--- config.mk ---
export PLATFORM = sky130hd
export DESIGN_NAME = ptm_ctrl
export DESIGN_NICKNAME = d
export VERILOG_FILES = /design/src/rtl/core/ptm_pkg.sv /design/src/rtl/core/ptm_ctrl.sv
export SDC_FILE = /design/constraint.sdc
export NUM_CORES = 1
export LEC_CHECK = 0
export ABC_AREA = 1
export BUFFER_PORTS_ARGS = -buffer_cell sky130_fd_sc_hd__buf_2
export CAP_MARGIN = 20
export CORE_MARGIN = 3
export CORE_UTILIZATION = 35
export DETAILED_ROUTE_END_ITERATION = 16
export PLACE_DENSITY_LB_ADDON = 0.05
export SLEW_MARGIN = 20
export SYNTH_ARGS = -nofsm -noshare
export SYNTH_HDL_FRONTEND = slang
export SYNTH_SLANG_ARGS = --single-unit
--- constraint.sdc ---
create_clock -name clk -period 1.25 [get_ports clk]
set_input_delay 0.25 -clock clk [delete_from_list [all_inputs] [get_ports clk]]
set_output_delay 0.25 -clock clk [all_outputs]
set_load 0.02 [all_outputs]
--- src/rtl/core/ptm_pkg.sv ---
// shared types, constants and entry helpers for the page table mapper
`default_nettype none

package ptm_pkg;

  // store geometry
  localparam int TABLE_PAGES      = 8;
  localparam int ENTRIES_PER_PAGE = 512;
  localparam int STORE_WORDS      = TABLE_PAGES * ENTRIES_PER_PAGE;
  localparam int WIDX_W           = $clog2(STORE_WORDS);
  localparam int IDX_W            = $clog2(ENTRIES_PER_PAGE);
  localparam logic [63:0] WINDOW_BYTES = 64'(STORE_WORDS) << 3;

  // entry flag positions
  localparam int BIT_V = 0;
  localparam int BIT_R = 1;
  localparam int BIT_W = 2;
  localparam int BIT_X = 3;
  localparam int BIT_G = 5;

  typedef enum logic [1:0] {
    MODE_CREATE = 2'd0,
    MODE_MAP    = 2'd1,
    MODE_READ   = 2'd2,
    MODE_UNUSED = 2'd3
  } mode_t;

  typedef enum logic [1:0] {
    ST_OK      = 2'd0,
    ST_ALIGN   = 2'd1,
    ST_NOSPARE = 2'd2,
    ST_WINDOW  = 2'd3
  } status_t;

  typedef enum logic [2:0] {
    ASEL_SPARE,
    ASEL_ROOT,
    ASEL_MID,
    ASEL_LEAF,
    ASEL_WORD
  } addr_sel_t;

  typedef enum logic [2:0] {
    WR_NONE,
    WR_CLEAR,
    WR_ZERO,
    WR_LINK,
    WR_LEAF
  } wr_sel_t;

  typedef enum logic [3:0] {
    S_CLEAR,
    S_IDLE,
    S_START,
    S_RD_CHK,
    S_RD_WAIT,
    S_WALK_CHK,
    S_WALK_RD,
    S_WALK_NEXT,
    S_LEAF_CHK,
    S_SPARE,
    S_SPARE_CHK,
    S_ZERO,
    S_LINK,
    S_FINISH
  } state_t;

  // controller to datapath
  typedef struct packed {
    logic      load;
    logic      addr_load;
    addr_sel_t addr_sel;
    logic      rd_en;
    wr_sel_t   wr_sel;
    logic      cnt_clr;
    logic      cnt_inc;
    logic      entry_capture;
    logic      next_from_entry;
    logic      next_from_addr;
    logic      used_inc;
    logic      result_from_addr;
    logic      result_from_rdata;
    logic      status_load;
    status_t   status_code;
    logic      out_load;
  } cmd_t;

  // datapath to controller
  typedef struct packed {
    mode_t mode;
    logic  win_ok;
    logic  entry_valid;
    logic  spare_none;
    logic  spare_misaligned;
    logic  map_misaligned;
    logic  read_misaligned;
    logic  zero_last;
    logic  clear_last;
  } stat_t;

  // next-level link entry for a table page
  function automatic logic [63:0] link_entry(input logic [55:0] page);
    logic [9:0] flags;
    flags        = '0;
    flags[BIT_V] = 1'b1;
    return {10'b0, page[55:12], flags};
  endfunction

  // leaf entry for a mapped page
  function automatic logic [63:0] leaf_entry(input logic [55:0] pa, input logic r,
                                             input logic w, input logic x,
                                             input logic g);
    logic [9:0] flags;
    flags        = '0;
    flags[BIT_V] = 1'b1;
    flags[BIT_R] = r;
    flags[BIT_W] = w;
    flags[BIT_X] = x;
    flags[BIT_G] = g;
    return {10'b0, pa[55:12], flags};
  endfunction

endpackage

`default_nettype wire

--- src/rtl/core/ptm_ctrl.sv ---
// sequencer for reset clearing, create, map walk, page zeroing and read
`default_nettype none

module ptm_ctrl (
  input  wire logic          clk,
  input  wire logic          rst,
  input  wire logic          in_valid,
  output logic               in_stall,
  output logic               out_valid,
  input  wire logic          out_stall,
  output ptm_pkg::cmd_t      cmd,
  input  wire ptm_pkg::stat_t stat
);
  import ptm_pkg::*;

  state_t state, state_next;
  logic   top_level, top_level_next;

  // state and level registers
  always_ff @(posedge clk) begin
    if (rst) begin
      state     <= S_CLEAR;
      top_level <= 1'b0;
    end else begin
      state     <= state_next;
      top_level <= top_level_next;
    end
  end

  // output valid: set on load, dropped when taken
  always_ff @(posedge clk) begin
    if (rst) begin
      out_valid <= 1'b0;
    end else if (cmd.out_load) begin
      out_valid <= 1'b1;
    end else if (!out_stall) begin
      out_valid <= 1'b0;
    end
  end

  // next state and commands
  always_comb begin
    state_next     = state;
    top_level_next = top_level;
    cmd            = '0;
    in_stall       = (state != S_IDLE);
    unique case (state)
      S_CLEAR: begin
        cmd.wr_sel  = WR_CLEAR;
        cmd.cnt_inc = 1'b1;
        if (stat.clear_last) state_next = S_IDLE;
      end
      S_IDLE: begin
        if (in_valid) begin
          cmd.load   = 1'b1;
          state_next = S_START;
        end
      end
      S_START: begin
        unique case (stat.mode)
          MODE_CREATE: state_next = S_SPARE;
          MODE_MAP: begin
            if (stat.map_misaligned) begin
              cmd.status_load = 1'b1;
              cmd.status_code = ST_ALIGN;
              state_next      = S_FINISH;
            end else begin
              cmd.addr_load  = 1'b1;
              cmd.addr_sel   = ASEL_ROOT;
              top_level_next = 1'b1;
              state_next     = S_WALK_CHK;
            end
          end
          MODE_READ: begin
            if (stat.read_misaligned) begin
              cmd.status_load = 1'b1;
              cmd.status_code = ST_ALIGN;
              state_next      = S_FINISH;
            end else begin
              cmd.addr_load = 1'b1;
              cmd.addr_sel  = ASEL_WORD;
              state_next    = S_RD_CHK;
            end
          end
          MODE_UNUSED: state_next = S_FINISH;
        endcase
      end
      S_RD_CHK: begin
        if (!stat.win_ok) begin
          cmd.status_load = 1'b1;
          cmd.status_code = ST_WINDOW;
          state_next      = S_FINISH;
        end else begin
          cmd.rd_en  = 1'b1;
          state_next = S_RD_WAIT;
        end
      end
      S_RD_WAIT: begin
        cmd.result_from_rdata = 1'b1;
        state_next            = S_FINISH;
      end
      S_WALK_CHK: begin
        if (!stat.win_ok) begin
          cmd.status_load = 1'b1;
          cmd.status_code = ST_WINDOW;
          state_next      = S_FINISH;
        end else begin
          cmd.rd_en         = 1'b1;
          cmd.entry_capture = 1'b1;
          state_next        = S_WALK_RD;
        end
      end
      S_WALK_RD: begin
        if (stat.entry_valid) begin
          cmd.next_from_entry = 1'b1;
          state_next          = S_WALK_NEXT;
        end else begin
          state_next = S_SPARE;
        end
      end
      S_WALK_NEXT: begin
        cmd.addr_load = 1'b1;
        if (top_level) begin
          cmd.addr_sel   = ASEL_MID;
          top_level_next = 1'b0;
          state_next     = S_WALK_CHK;
        end else begin
          cmd.addr_sel = ASEL_LEAF;
          state_next   = S_LEAF_CHK;
        end
      end
      S_LEAF_CHK: begin
        if (!stat.win_ok) begin
          cmd.status_load = 1'b1;
          cmd.status_code = ST_WINDOW;
        end else begin
          cmd.wr_sel = WR_LEAF;
        end
        state_next = S_FINISH;
      end
      S_SPARE: begin
        if (stat.spare_none) begin
          cmd.status_load = 1'b1;
          cmd.status_code = ST_NOSPARE;
          state_next      = S_FINISH;
        end else if (stat.spare_misaligned) begin
          cmd.status_load = 1'b1;
          cmd.status_code = ST_ALIGN;
          state_next      = S_FINISH;
        end else begin
          cmd.addr_load = 1'b1;
          cmd.addr_sel  = ASEL_SPARE;
          state_next    = S_SPARE_CHK;
        end
      end
      S_SPARE_CHK: begin
        if (!stat.win_ok) begin
          cmd.status_load = 1'b1;
          cmd.status_code = ST_WINDOW;
          state_next      = S_FINISH;
        end else begin
          cmd.cnt_clr = 1'b1;
          state_next  = S_ZERO;
        end
      end
      S_ZERO: begin
        cmd.wr_sel  = WR_ZERO;
        cmd.cnt_inc = 1'b1;
        if (stat.zero_last) begin
          cmd.used_inc = 1'b1;
          if (stat.mode == MODE_CREATE) begin
            cmd.result_from_addr = 1'b1;
            state_next           = S_FINISH;
          end else begin
            state_next = S_LINK;
          end
        end
      end
      S_LINK: begin
        cmd.wr_sel         = WR_LINK;
        cmd.next_from_addr = 1'b1;
        state_next         = S_WALK_NEXT;
      end
      S_FINISH: begin
        if (!out_valid || !out_stall) begin
          cmd.out_load = 1'b1;
          state_next   = S_IDLE;
        end
      end
      default: state_next = S_IDLE;
    endcase
  end

endmodule

`default_nettype wire

==> results of run 1 <==
-- metrics by stage --
step	setup slack [ns]	instance area [sq um]	std cells
floorplan	-0.1175	829.5	156
global placement	-0.3000	1306	254
detailed placement	-0.3401	1306	254
CTS	-0.4866	1728	271
-- timing repair --
action | in CTS
setup endpoints to repair | 28
setup buffers | 17
gates resized for setup | 94
pin swaps | 14
-- cells by family after synthesis --
group | Yosys count | synth area share (%)
simple gates | 98 | 50.40
buf+inv | 32 | 15.17
compound gates | 15 | 11.37
flops | 6 | 15.17
fa+ha+maj | 5 | 7.899
-- Yosys cell counts (all sizes together) --
| library cell | number | area (sq um) |
|---|---|---|
| a21oi | 5 | 25.02 |
| ha | 5 | 62.56 |
| nor2 | 32 | 120.1 |
| a32o | 1 | 10.01 |
| a211oi | 1 | 7.510 |
| inv | 32 | 120.1 |
| nand2 | 46 | 172.7 |
| o21ai | 6 | 30.02 |
| nand3 | 16 | 80.08 |
| dfxtp | 6 | 120.1 |
| o2111ai | 1 | 8.760 |
| nor3 | 3 | 20.02 |
| a32oi | 1 | 8.760 |
| or2 | 1 | 6.260 |
-- metal layers --
metal	overflow	global-route usage, %
met5	0	0
met1	0	68.89
met3	0	46.54
met4	41	98.72
met2	43	98.78
==> flow_metrics.tcl, run 1 <==
set metrics [dict create \
    cts.sinks 6 \
    cts-root-buf "clkbuf_4" \
    cts_max_path_buffers 2 \
    stop_error "[ERROR GRT-0232] Routing congestion too high. Check the congestion heatmap in the GUI." \
    grt-ovfl-total 84 \
    row_count 16 \
    io_pins 37 \
    synth_area_sq_um 792.0 \
    die_h_um 53.57 \
    seq_area_frac_synth_pct 15.17 \
    ys_warn_count 0 \
    worst-endpoint-pin-kind "primary output" \
    grt_start_max_net_pins 7 \
    synth_nets 175 \
    syn_area_per_cell_sq_um 5.077 \
    cts_buffers 3 \
    synthCells 156 \
    outcome "aborted with a tool error" \
    die_w_um 53.57 \
    ys_types 16 \
    groute.usage.overall_pct 74.81 \
    crit_endpoint "cmd[2]" \
    place_congestion 0.9106 \
    ctsHoldBuffers 0 \
    place_hpwl_um 2335 \
    lastStage "5_1_grt" \
    cts_htree_levels 1 \
    initial_core_util_pct 38.79 \
    antenna_found_initial 1 \
    numPortBuffers 36 \
    ys_seq_elements 6 \
]
==> run 2, diff against run 1 <==
- CORE_UTILIZATION: 35 -> 20
- PLACE_DENSITY_LB_ADDON: 0.05 -> 0.15
- clock period: 1.25 -> 1.6 ns (I/O delays scaled with it)
==> flow_metrics.tcl, run 2 <==
set metrics [dict create \
    p_int_mw 0.9411 \
    start_kind "register" \
    critPathArrivalTime_ns 1.39 \
    ys_seq_elements 6 \
    cp_num_cells 7 \
    n_antenna_cell 0 \
    stdcell_count 271 \
    synth_edf_count 0 \
    layout.nets 244 \
    cts.sinks 6 \
    die_w_um 68.93 \
    fin_setup_tns_ns -0.6038 \
    syn2layout_area_growth_pct 98.10 \
    synthCells 156 \
    worstPathCellList "inv_4 -> nand2_4 -> buf_12 -> nor2_4 -> a32oi_2 -> nand2_1 -> buf_6" \
    power.share.switching_pct 48.28 \
    pre_cts_slack_ns -0.07648 \
    r2r_cells 8 \
    p_seq_share_pct 14.5 \
    groute.usage.overall_pct 13.50 \
    synth_area_leaders "nand2_1 (22%), dfxtp_1 (15%), inv_1 (15%)" \
    numPortBuffers 36 \
    synth_top_flop_cell "dfxtp_1" \
    ys_warn_count 0 \
    max_stage_delay_ns 0.36 \
    end_kind "output pin" \
    min_period_over_period_pct 106.7 \
    ir_worst_vdd_uv 411.2 \
    drt-total-wl_um 2997 \
    holdPathStages 2 \
    cts_buffers 3 \
    grt-ovfl-total 0 \
    p_leak_nw 0.8948 \
    cp.required_ns 1.28 \
    relSlewSlack_pct 79.74 \
    first_iter_violations 38 \
    cts_tree "done" \
    cts_htree_levels 1 \
    largest_register "state" \
    ctsHoldBuffers 0 \
    row_count 22 \
    synth_top_cell_by_area "nand2_1" \
    ys_types 16 \
    cts_max_path_buffers 2 \
    crit_type "reg2out" \
    rsz0062_at_grt "true" \
    vias_per_cell 4.365 \
    place_hpwl_um 2468 \
    io_pins 37 \
    synth_top_area_share_pct 21.80 \
    total_power_mw 1.820 \
    hold_class "in2reg" \
    hold_violations 0 \
    synth_area_sq_um 792.0 \
    setup_ws_ns -0.1074 \
    ant_nets 0 \
    insertion_delay_ns 0.23 \
    synthTopCellsByCount "nand2_1 (46), inv_1 (32), nor2_1 (32), nand3_1 (16), dfxtp_1 (6)" \
    cp_num_buf_inv 3 \
    post-synth-top-count-cell "nand2_1" \
    finalClockSkew_ns 0.005505 \
    final_common_cell "nand2_1" \
    initial_core_util_pct 21.16 \
    fin_area_sq_um 1569 \
    cts-root-buf "clkbuf_8" \
    slew_violations 0 \
    postPlaceCellArea_sq_um 1220 \
    crit_fanout 5 \
    seq_area_frac_synth_pct 15.17 \
    combPwrFrac_pct 72.7 \
    fin_util_pct 41.91 \
    setup_viol 10 \
    clk_pin_slew_worst_paths_ns 0.04 \
    coreArea_sq_um 3744 \
    synth_nets 175 \
    violations "negative setup slack" \
    synthArstFlopShare_pct 0 \
    die_h_um 68.93 \
    layout-drive-gt1-share_pct 51.57 \
    drc 0 \
    p_per_area_nw_per_um2 1160 \
    p_switching_mw 0.8785 \
    max_freq_mhz 585.7 \
    p_clk_share_pct 12.8 \
    outcome "finished, violations left" \
    syn_area_per_cell_sq_um 5.077 \
    vias 1183 \
    reg_top3 "state x4, out_valid x1, top_level x1" \
    slowest_stage "dfxtp_4" \
    fin_hold_ws_ns 0.3273 \
    die-area_sq_um 4751 \
    cap_viol_max_count 0 \
    grt_pass1_vias 1065 \
    routedWlPerCell_um 11.06 \
    place_congestion 0.8894 \
    firstDrtPassIters 4 \
    largest_reg_flops 4 \
    path_delay_family "flip-flops" \
    grt_start_max_net_pins 8 \
    layout_common_cells "nand2_1 (35), buf_4 (29), inv_1 (24)" \
    min_period_ns 1.707 \
    dpl.cell_count 265 \
    antenna_found_initial 0 \
    grt_pass1_wl_um 4843 \
    worst_pin_slew_ns 0.3036 \
]
==> run 2: cell counts after synthesis <==
No cell type changed its count.
==> run 2: power by group through the flow <==
stage	clock network, mW	logic, mW	registers (mW)
finish	0.234	1.32	0.263
global route	0.250	1.45	0.267
CTS	0.239	1.22	0.244
detailed placement	0	0.976	0.221
global placement	0	0.995	0.220
floorplan	0	0.568	0.221
==> run 2: cells by family after synthesis <==
logic type	share of synthesized area (%)
buf+inv	15.17
simple gates	50.40
compound gates	11.37
fa+ha+maj	7.899
flops	15.17
==> run 2: layout make-up <==
class,instances,area (sq um)
Clock buffer,3,41.29
Tap cell,48,60.06
Multi-Input combinational cell,118,718.2
Sequential cell,6,132.6
Inverter,32,127.6
Timing Repair Buffer,64,489.2
Fill cell,431,2175
==> run 2: final timing paths <==
check	start	endpoint	slack, ns
setup reg to reg	state[3]	state[1]	0.18
setup / recovery	state[2]	cmd[1]	-0.11
hold / removal	rst	state[3]	0.33
hold reg to reg	out_valid	out_valid	0.48
==> run 2: repair_timing <==
action / 4_1_cts / 5_1_grt
pin swaps: 6 / 8
setup endpoints to repair: 22 / 20
resized for setup: 57 / 35
setup buffers: 2 / 2
==> run 2: worst register-to-register path, cell delays in order, from the launching register on <==
cell     delay (ns)
dfxtp_2        0.32
buf_4          0.15
nand2_2        0.16
nor2_4         0.06
nand2_1        0.09
nand2_1        0.09
nor3_2         0.22
o21ai_1        0.11
a21oi_1        0.14
==> run 2: metal layers <==
layer	share of wire [%]	GRT usage, %
met4	0.73	2.920
met3	5.5	3.241
met5	0	0
met2	46	21.79
met1	47	18.11
Note: power is estimated with default switching activity, not from simulation.
==> run 3, diff against run 2 <==
- BUFFER_PORTS_ARGS: -buffer_cell sky130_fd_sc_hd__buf_2 -> default
- DONT_BUFFER_PORTS: default -> 1
==> flow_metrics.tcl, run 3 (same netlist as run 2, synthesis figures left out) <==
set metrics [dict create \
    n_antenna_cell 0 \
    p_switching_mw 0.9109 \
    slowest_stage "dfxtp_4" \
    holdPathStages 1 \
    crit_type "reg2out" \
    ant_nets 0 \
    layout_common_cells "nand2_1 (30), buf_4 (27), inv_1 (24)" \
    row_count 22 \
    finalClockSkew_ns 0.002215 \
    cts.sinks 6 \
    min_period_over_period_pct 104.2 \
    worstPathCellList "nand2_4 -> nor2_2 -> nor2_4 -> buf_4 -> nor2_1 -> buf_4" \
    cap_viol_max_count 0 \
    largest_reg_flops 4 \
    drt-total-wl_um 3208 \
    rsz0062_at_grt "true" \
    first_iter_violations 25 \
    min_period_ns 1.667 \
    p_int_mw 0.8514 \
    io_pins 37 \
    numPortBuffers 0 \
    postPlaceCellArea_sq_um 994.7 \
    antenna_found_initial 0 \
    place_congestion 0.9194 \
    grt_start_max_net_pins 8 \
    reg_top3 "state x4, out_valid x1, top_level x1" \
    die_w_um 68.93 \
    whs_endpoint "state[3]" \
    slew_violations 0 \
    crit_top_cell "buf_4" \
    grt-ovfl-total 0 \
    die_h_um 68.93 \
    reg2reg_from "state[3]" \
    vias_per_cell 4.597 \
    hold_start "rst" \
    cts_max_path_buffers 2 \
    layout-drive-gt1-share_pct 44.74 \
    grt_pass1_vias 1035 \
    ff2ff_setup_slack_ns 0.11 \
    p_leak_nw 0.7325 \
    cts-root-buf "clkbuf_8" \
    hold_class "in2reg" \
    p_seq_share_pct 15.3 \
    worst_pin_slew_ns 0.3148 \
    max_freq_mhz 599.8 \
    fin_setup_tns_ns -0.3937 \
    syn2layout_area_growth_pct 76.46 \
    groute.usage.overall_pct 12.47 \
    drc 0 \
    combPwrFrac_pct 71.6 \
    hold_violations 0 \
    max_stage_delay_ns 0.40 \
    violations "negative setup slack" \
    r2r_end "state[1]" \
    firstDrtPassIters 4 \
    fin_area_sq_um 1398 \
    ir_worst_vdd_uv 350.9 \
    final_common_cell "nand2_1" \
    power.share.switching_pct 51.69 \
    coreArea_sq_um 3744 \
    relSlewSlack_pct 78.93 \
    vias 1094 \
    layout.nets 211 \
    routedWlPerCell_um 13.48 \
    clk_pin_slew_worst_paths_ns 0.04 \
    fin_hold_ws_ns 0.1516 \
    r2r_cells 8 \
    cts_buffers 3 \
    grt_pass1_wl_um 4526 \
    critPathArrivalTime_ns 1.35 \
    insertion_delay_ns 0.23 \
    setup_viol 7 \
    cts_tree "done" \
    cts_htree_levels 1 \
    largest_register "state" \
    initial_core_util_pct 21.16 \
    p_per_area_nw_per_um2 1261 \
    start_kind "register" \
    cp.required_ns 1.28 \
    outcome "finished, violations left" \
    end_kind "output pin" \
    ctsHoldBuffers 0 \
    crit_fanout 7 \
    setup_ws_ns -0.06714 \
    p_clk_share_pct 13.1 \
    place_hpwl_um 2364 \
    die-area_sq_um 4751 \
]
[run 3: timing repair]
item,CTS,global route
resized for setup,41,41
setup endpoints to repair,18,19
pin swaps,6,15
setup buffers,4,10
cloned,0,0
[run 3: power by group through the flow]
stage / registers (mW) / logic (mW) / clock network, mW
global placement: 0.223 / 0.828 / 0
detailed placement: 0.224 / 0.817 / 0
global route: 0.273 / 1.37 / 0.249
finish: 0.269 / 1.26 / 0.232
floorplan: 0.221 / 0.568 / 0
CTS: 0.252 / 0.997 / 0.242
[run 3: through the flow]
step                      total power, mW  worst slack [ns]  utilization [%]  std cells
final                               1.762          -0.06714            37.33        238
after global routing                1.896           -0.1422            37.33        238
after CTS                           1.490          -0.06152            31.42        230
after detailed placement            1.041         -0.007081            26.57        223
after global placement              1.051           0.05077            26.57        223
after floorplan                    0.7886           0.07608                -        156
[run 3: area by class of cell]
class                      count  area (sq um)
fill                         417          2346
inverter                      32         130.1
timing repair buffer          31         247.7
clock buffer                   3         41.29
multi-input combinational    118         785.8
tap                           48         60.06
sequential                     6         132.6
[run 3: worst max-delay path by stage]
stage	from	to	slack, ns	depth (start not counted)
final	state[0]	cmd[15]	-0.07	6
after floorplan	state[0]	cmd[16]	0.08	4
after detailed placement	state[2]	cmd[3]	-0.007	7
after global routing	state[3]	cmd[5]	-0.14	6
after global placement	state[2]	cmd[1]	0.05	7
after CTS	state[1]	cmd[14]	-0.06	5
[run 3: layer usage]
metal	track usage (%)	part of all wire, %	up-vias	routed length (um)
met5	0	0	-	0
met4	3.893	1.9	0	62
met3	2.107	6.2	8	200
met2	21.79	50	35	1611
met1	15.45	42	492	1333
li1	-	-	559	-
[run 3: critical path, delay by kind of cell (launching register included)]
family        cells  cell delay, ns
buf+inv           2            0.30
flops             1            0.40
simple gates      4            0.42
==> run 4, diff against run 3 <==
- PLACE_DENSITY_LB_ADDON: 0.15 -> default
==> flow_metrics.tcl, run 4 (same netlist as run 2, synthesis figures left out) <==
set metrics [dict create \
    place_hpwl_um 2338 \
    ant_nets 0 \
    filler_cell_count 430 \
    crit_start "state[0]" \
    vias_per_cell 4.616 \
    crit_top_cell "nand2_2" \
    slowest_stage "dfxtp_4" \
    relSlewSlack_pct 80.95 \
    cts_buffers 3 \
    reg2reg_from "state[1]" \
    reg_top3 "state x4, out_valid x1, top_level x1" \
    antenna_found_initial 0 \
    r2r_end "state[3]" \
    cts_max_path_buffers 2 \
    worst_pin_slew_ns 0.2854 \
    numPortBuffers 0 \
    largest_register "state" \
    crit_type "reg2out" \
    fin_util_pct 34.69 \
    p_clk_share_pct 15.2 \
    combPwrFrac_pct 68.5 \
    path_delay_family "flip-flops" \
    setup_viol 5 \
    cts.sinks 6 \
    grt_start_max_net_pins 8 \
    syn2layout_area_growth_pct 63.98 \
    cap_viol_max_count 0 \
    die-area_sq_um 4751 \
    critPathArrivalTime_ns 1.35 \
    grt_pass1_wl_um 4588 \
    multi_input_area_sq_um 743.2 \
    rsz0062_at_grt "true" \
    ir_worst_vdd_uv 349.0 \
    cts-root-buf "clkbuf_8" \
    p_switching_mw 0.8481 \
    r2r_cells 10 \
    layout_common_cells "nand2_1 (29), inv_1 (23), buf_4 (22)" \
    groute.usage.overall_pct 12.88 \
    io_pins 37 \
    cts_htree_levels 1 \
    cp_num_buf_inv 2 \
    setup_ws_ns -0.06985 \
    p_leak_nw 0.6956 \
    ctsHoldBuffers 0 \
    routedWlPerCell_um 12.75 \
    largest_reg_flops 4 \
    cp.required_ns 1.28 \
    min_period_over_period_pct 104.4 \
    place_congestion 0.9900 \
    fin_hold_ws_ns 0.1486 \
    layout.nets 205 \
    total_power_mw 1.614 \
    max_freq_mhz 598.9 \
    drc 0 \
    grt-ovfl-total 0 \
    ff2ff_setup_slack_ns 0.14 \
    slew_violations 0 \
    drt-total-wl_um 2957 \
    firstDrtPassIters 4 \
    row_count 22 \
    violations "negative setup slack" \
    clk_pin_slew_worst_paths_ns 0.04 \
    finalClockSkew_ns 0.0004333 \
    p_int_mw 0.7662 \
    worstSetupEndpoint "cmd[3]" \
    grt_pass1_vias 1011 \
    die_h_um 68.93 \
    regArea_sq_um 130.1 \
    outcome "finished, violations left" \
    p_per_area_nw_per_um2 1243 \
    n_antenna_cell 0 \
    hold_class "in2reg" \
    initial_core_util_pct 21.16 \
    cp_num_cells 6 \
    fin_setup_tns_ns -0.1451 \
    final_common_cell "nand2_1" \
    p_seq_share_pct 16.4 \
    vias 1071 \
    max_stage_delay_ns 0.40 \
    first_iter_violations 32 \
    layout-drive-gt1-share_pct 44.57 \
    hold_violations 0 \
    holdPathStages 1 \
    worstPathCellList "inv_2 -> nand2_2 -> nor2_2 -> buf_4 -> a32oi_4 -> nand2_2" \
    cts_tree "done" \
    coreArea_sq_um 3744 \
    power.share.switching_pct 52.54 \
    insertion_delay_ns 0.23 \
    crit_fanout 6 \
    min_period_ns 1.670 \
    end_kind "output pin" \
    die_w_um 68.93 \
    start_kind "register" \
]
## run 4: worst min path at each step
stage / startpoint / endpoint / slack (ns)
floorplan: rst / out_valid / 0.39
global placement: rst / state[3] / 0.39
detailed placement: rst / out_valid / 0.39
CTS: rst / state[3] / 0.15
global route: rst / state[1] / 0.15
finish: rst / state[3] / 0.15
## run 4: routing by layer
layer	GRT usage, %	vias up	routed length [um]
met1	17.60	481	1357
met5	0	-	0
li1	-	543	-
met3	2.755	6	212
met4	4.136	0	51
met2	20.00	41	1337
## run 4: timing repair
item / 4_1_cts / 5_1_grt
gates cloned: 0 / 0
gates resized for setup: 38 / 35
buffers inserted: 3 / 3
pin swaps: 8 / 11
hold endpoints to repair: 0 / 0
setup endpoints to repair: 15 / 19
## run 4: power groups by stage
stage	clock, mW	combinational (mW)	sequential [mW]
after floorplan	0	0.568	0.221
after global placement	0	0.849	0.220
after detailed placement	0	0.840	0.224
after CTS	0.244	0.977	0.243
after global routing	0.255	1.21	0.270
final	0.245	1.11	0.264
## run 4: stage by stage
step           cell area, sq um  std cells  setup slack, ns
6_report                   1299        232         -0.06985
5_1_grt                    1299        232          -0.1366
4_1_cts                    1167        229         -0.04613
3_5_place_dp              994.7        223          0.01058
3_3_place_gp              994.7        223          0.06800
2_1_floorplan             792.0        156          0.07608
## run 4: final cells by class
cell class / count / area share, %
Clock buffer: 3 / 3.179
Multi-Input combinational cell: 118 / 57.23
Timing Repair Buffer: 25 / 15.32
Tap cell: 48 / 4.624
Sequential cell: 6 / 10.02
Inverter: 32 / 9.634
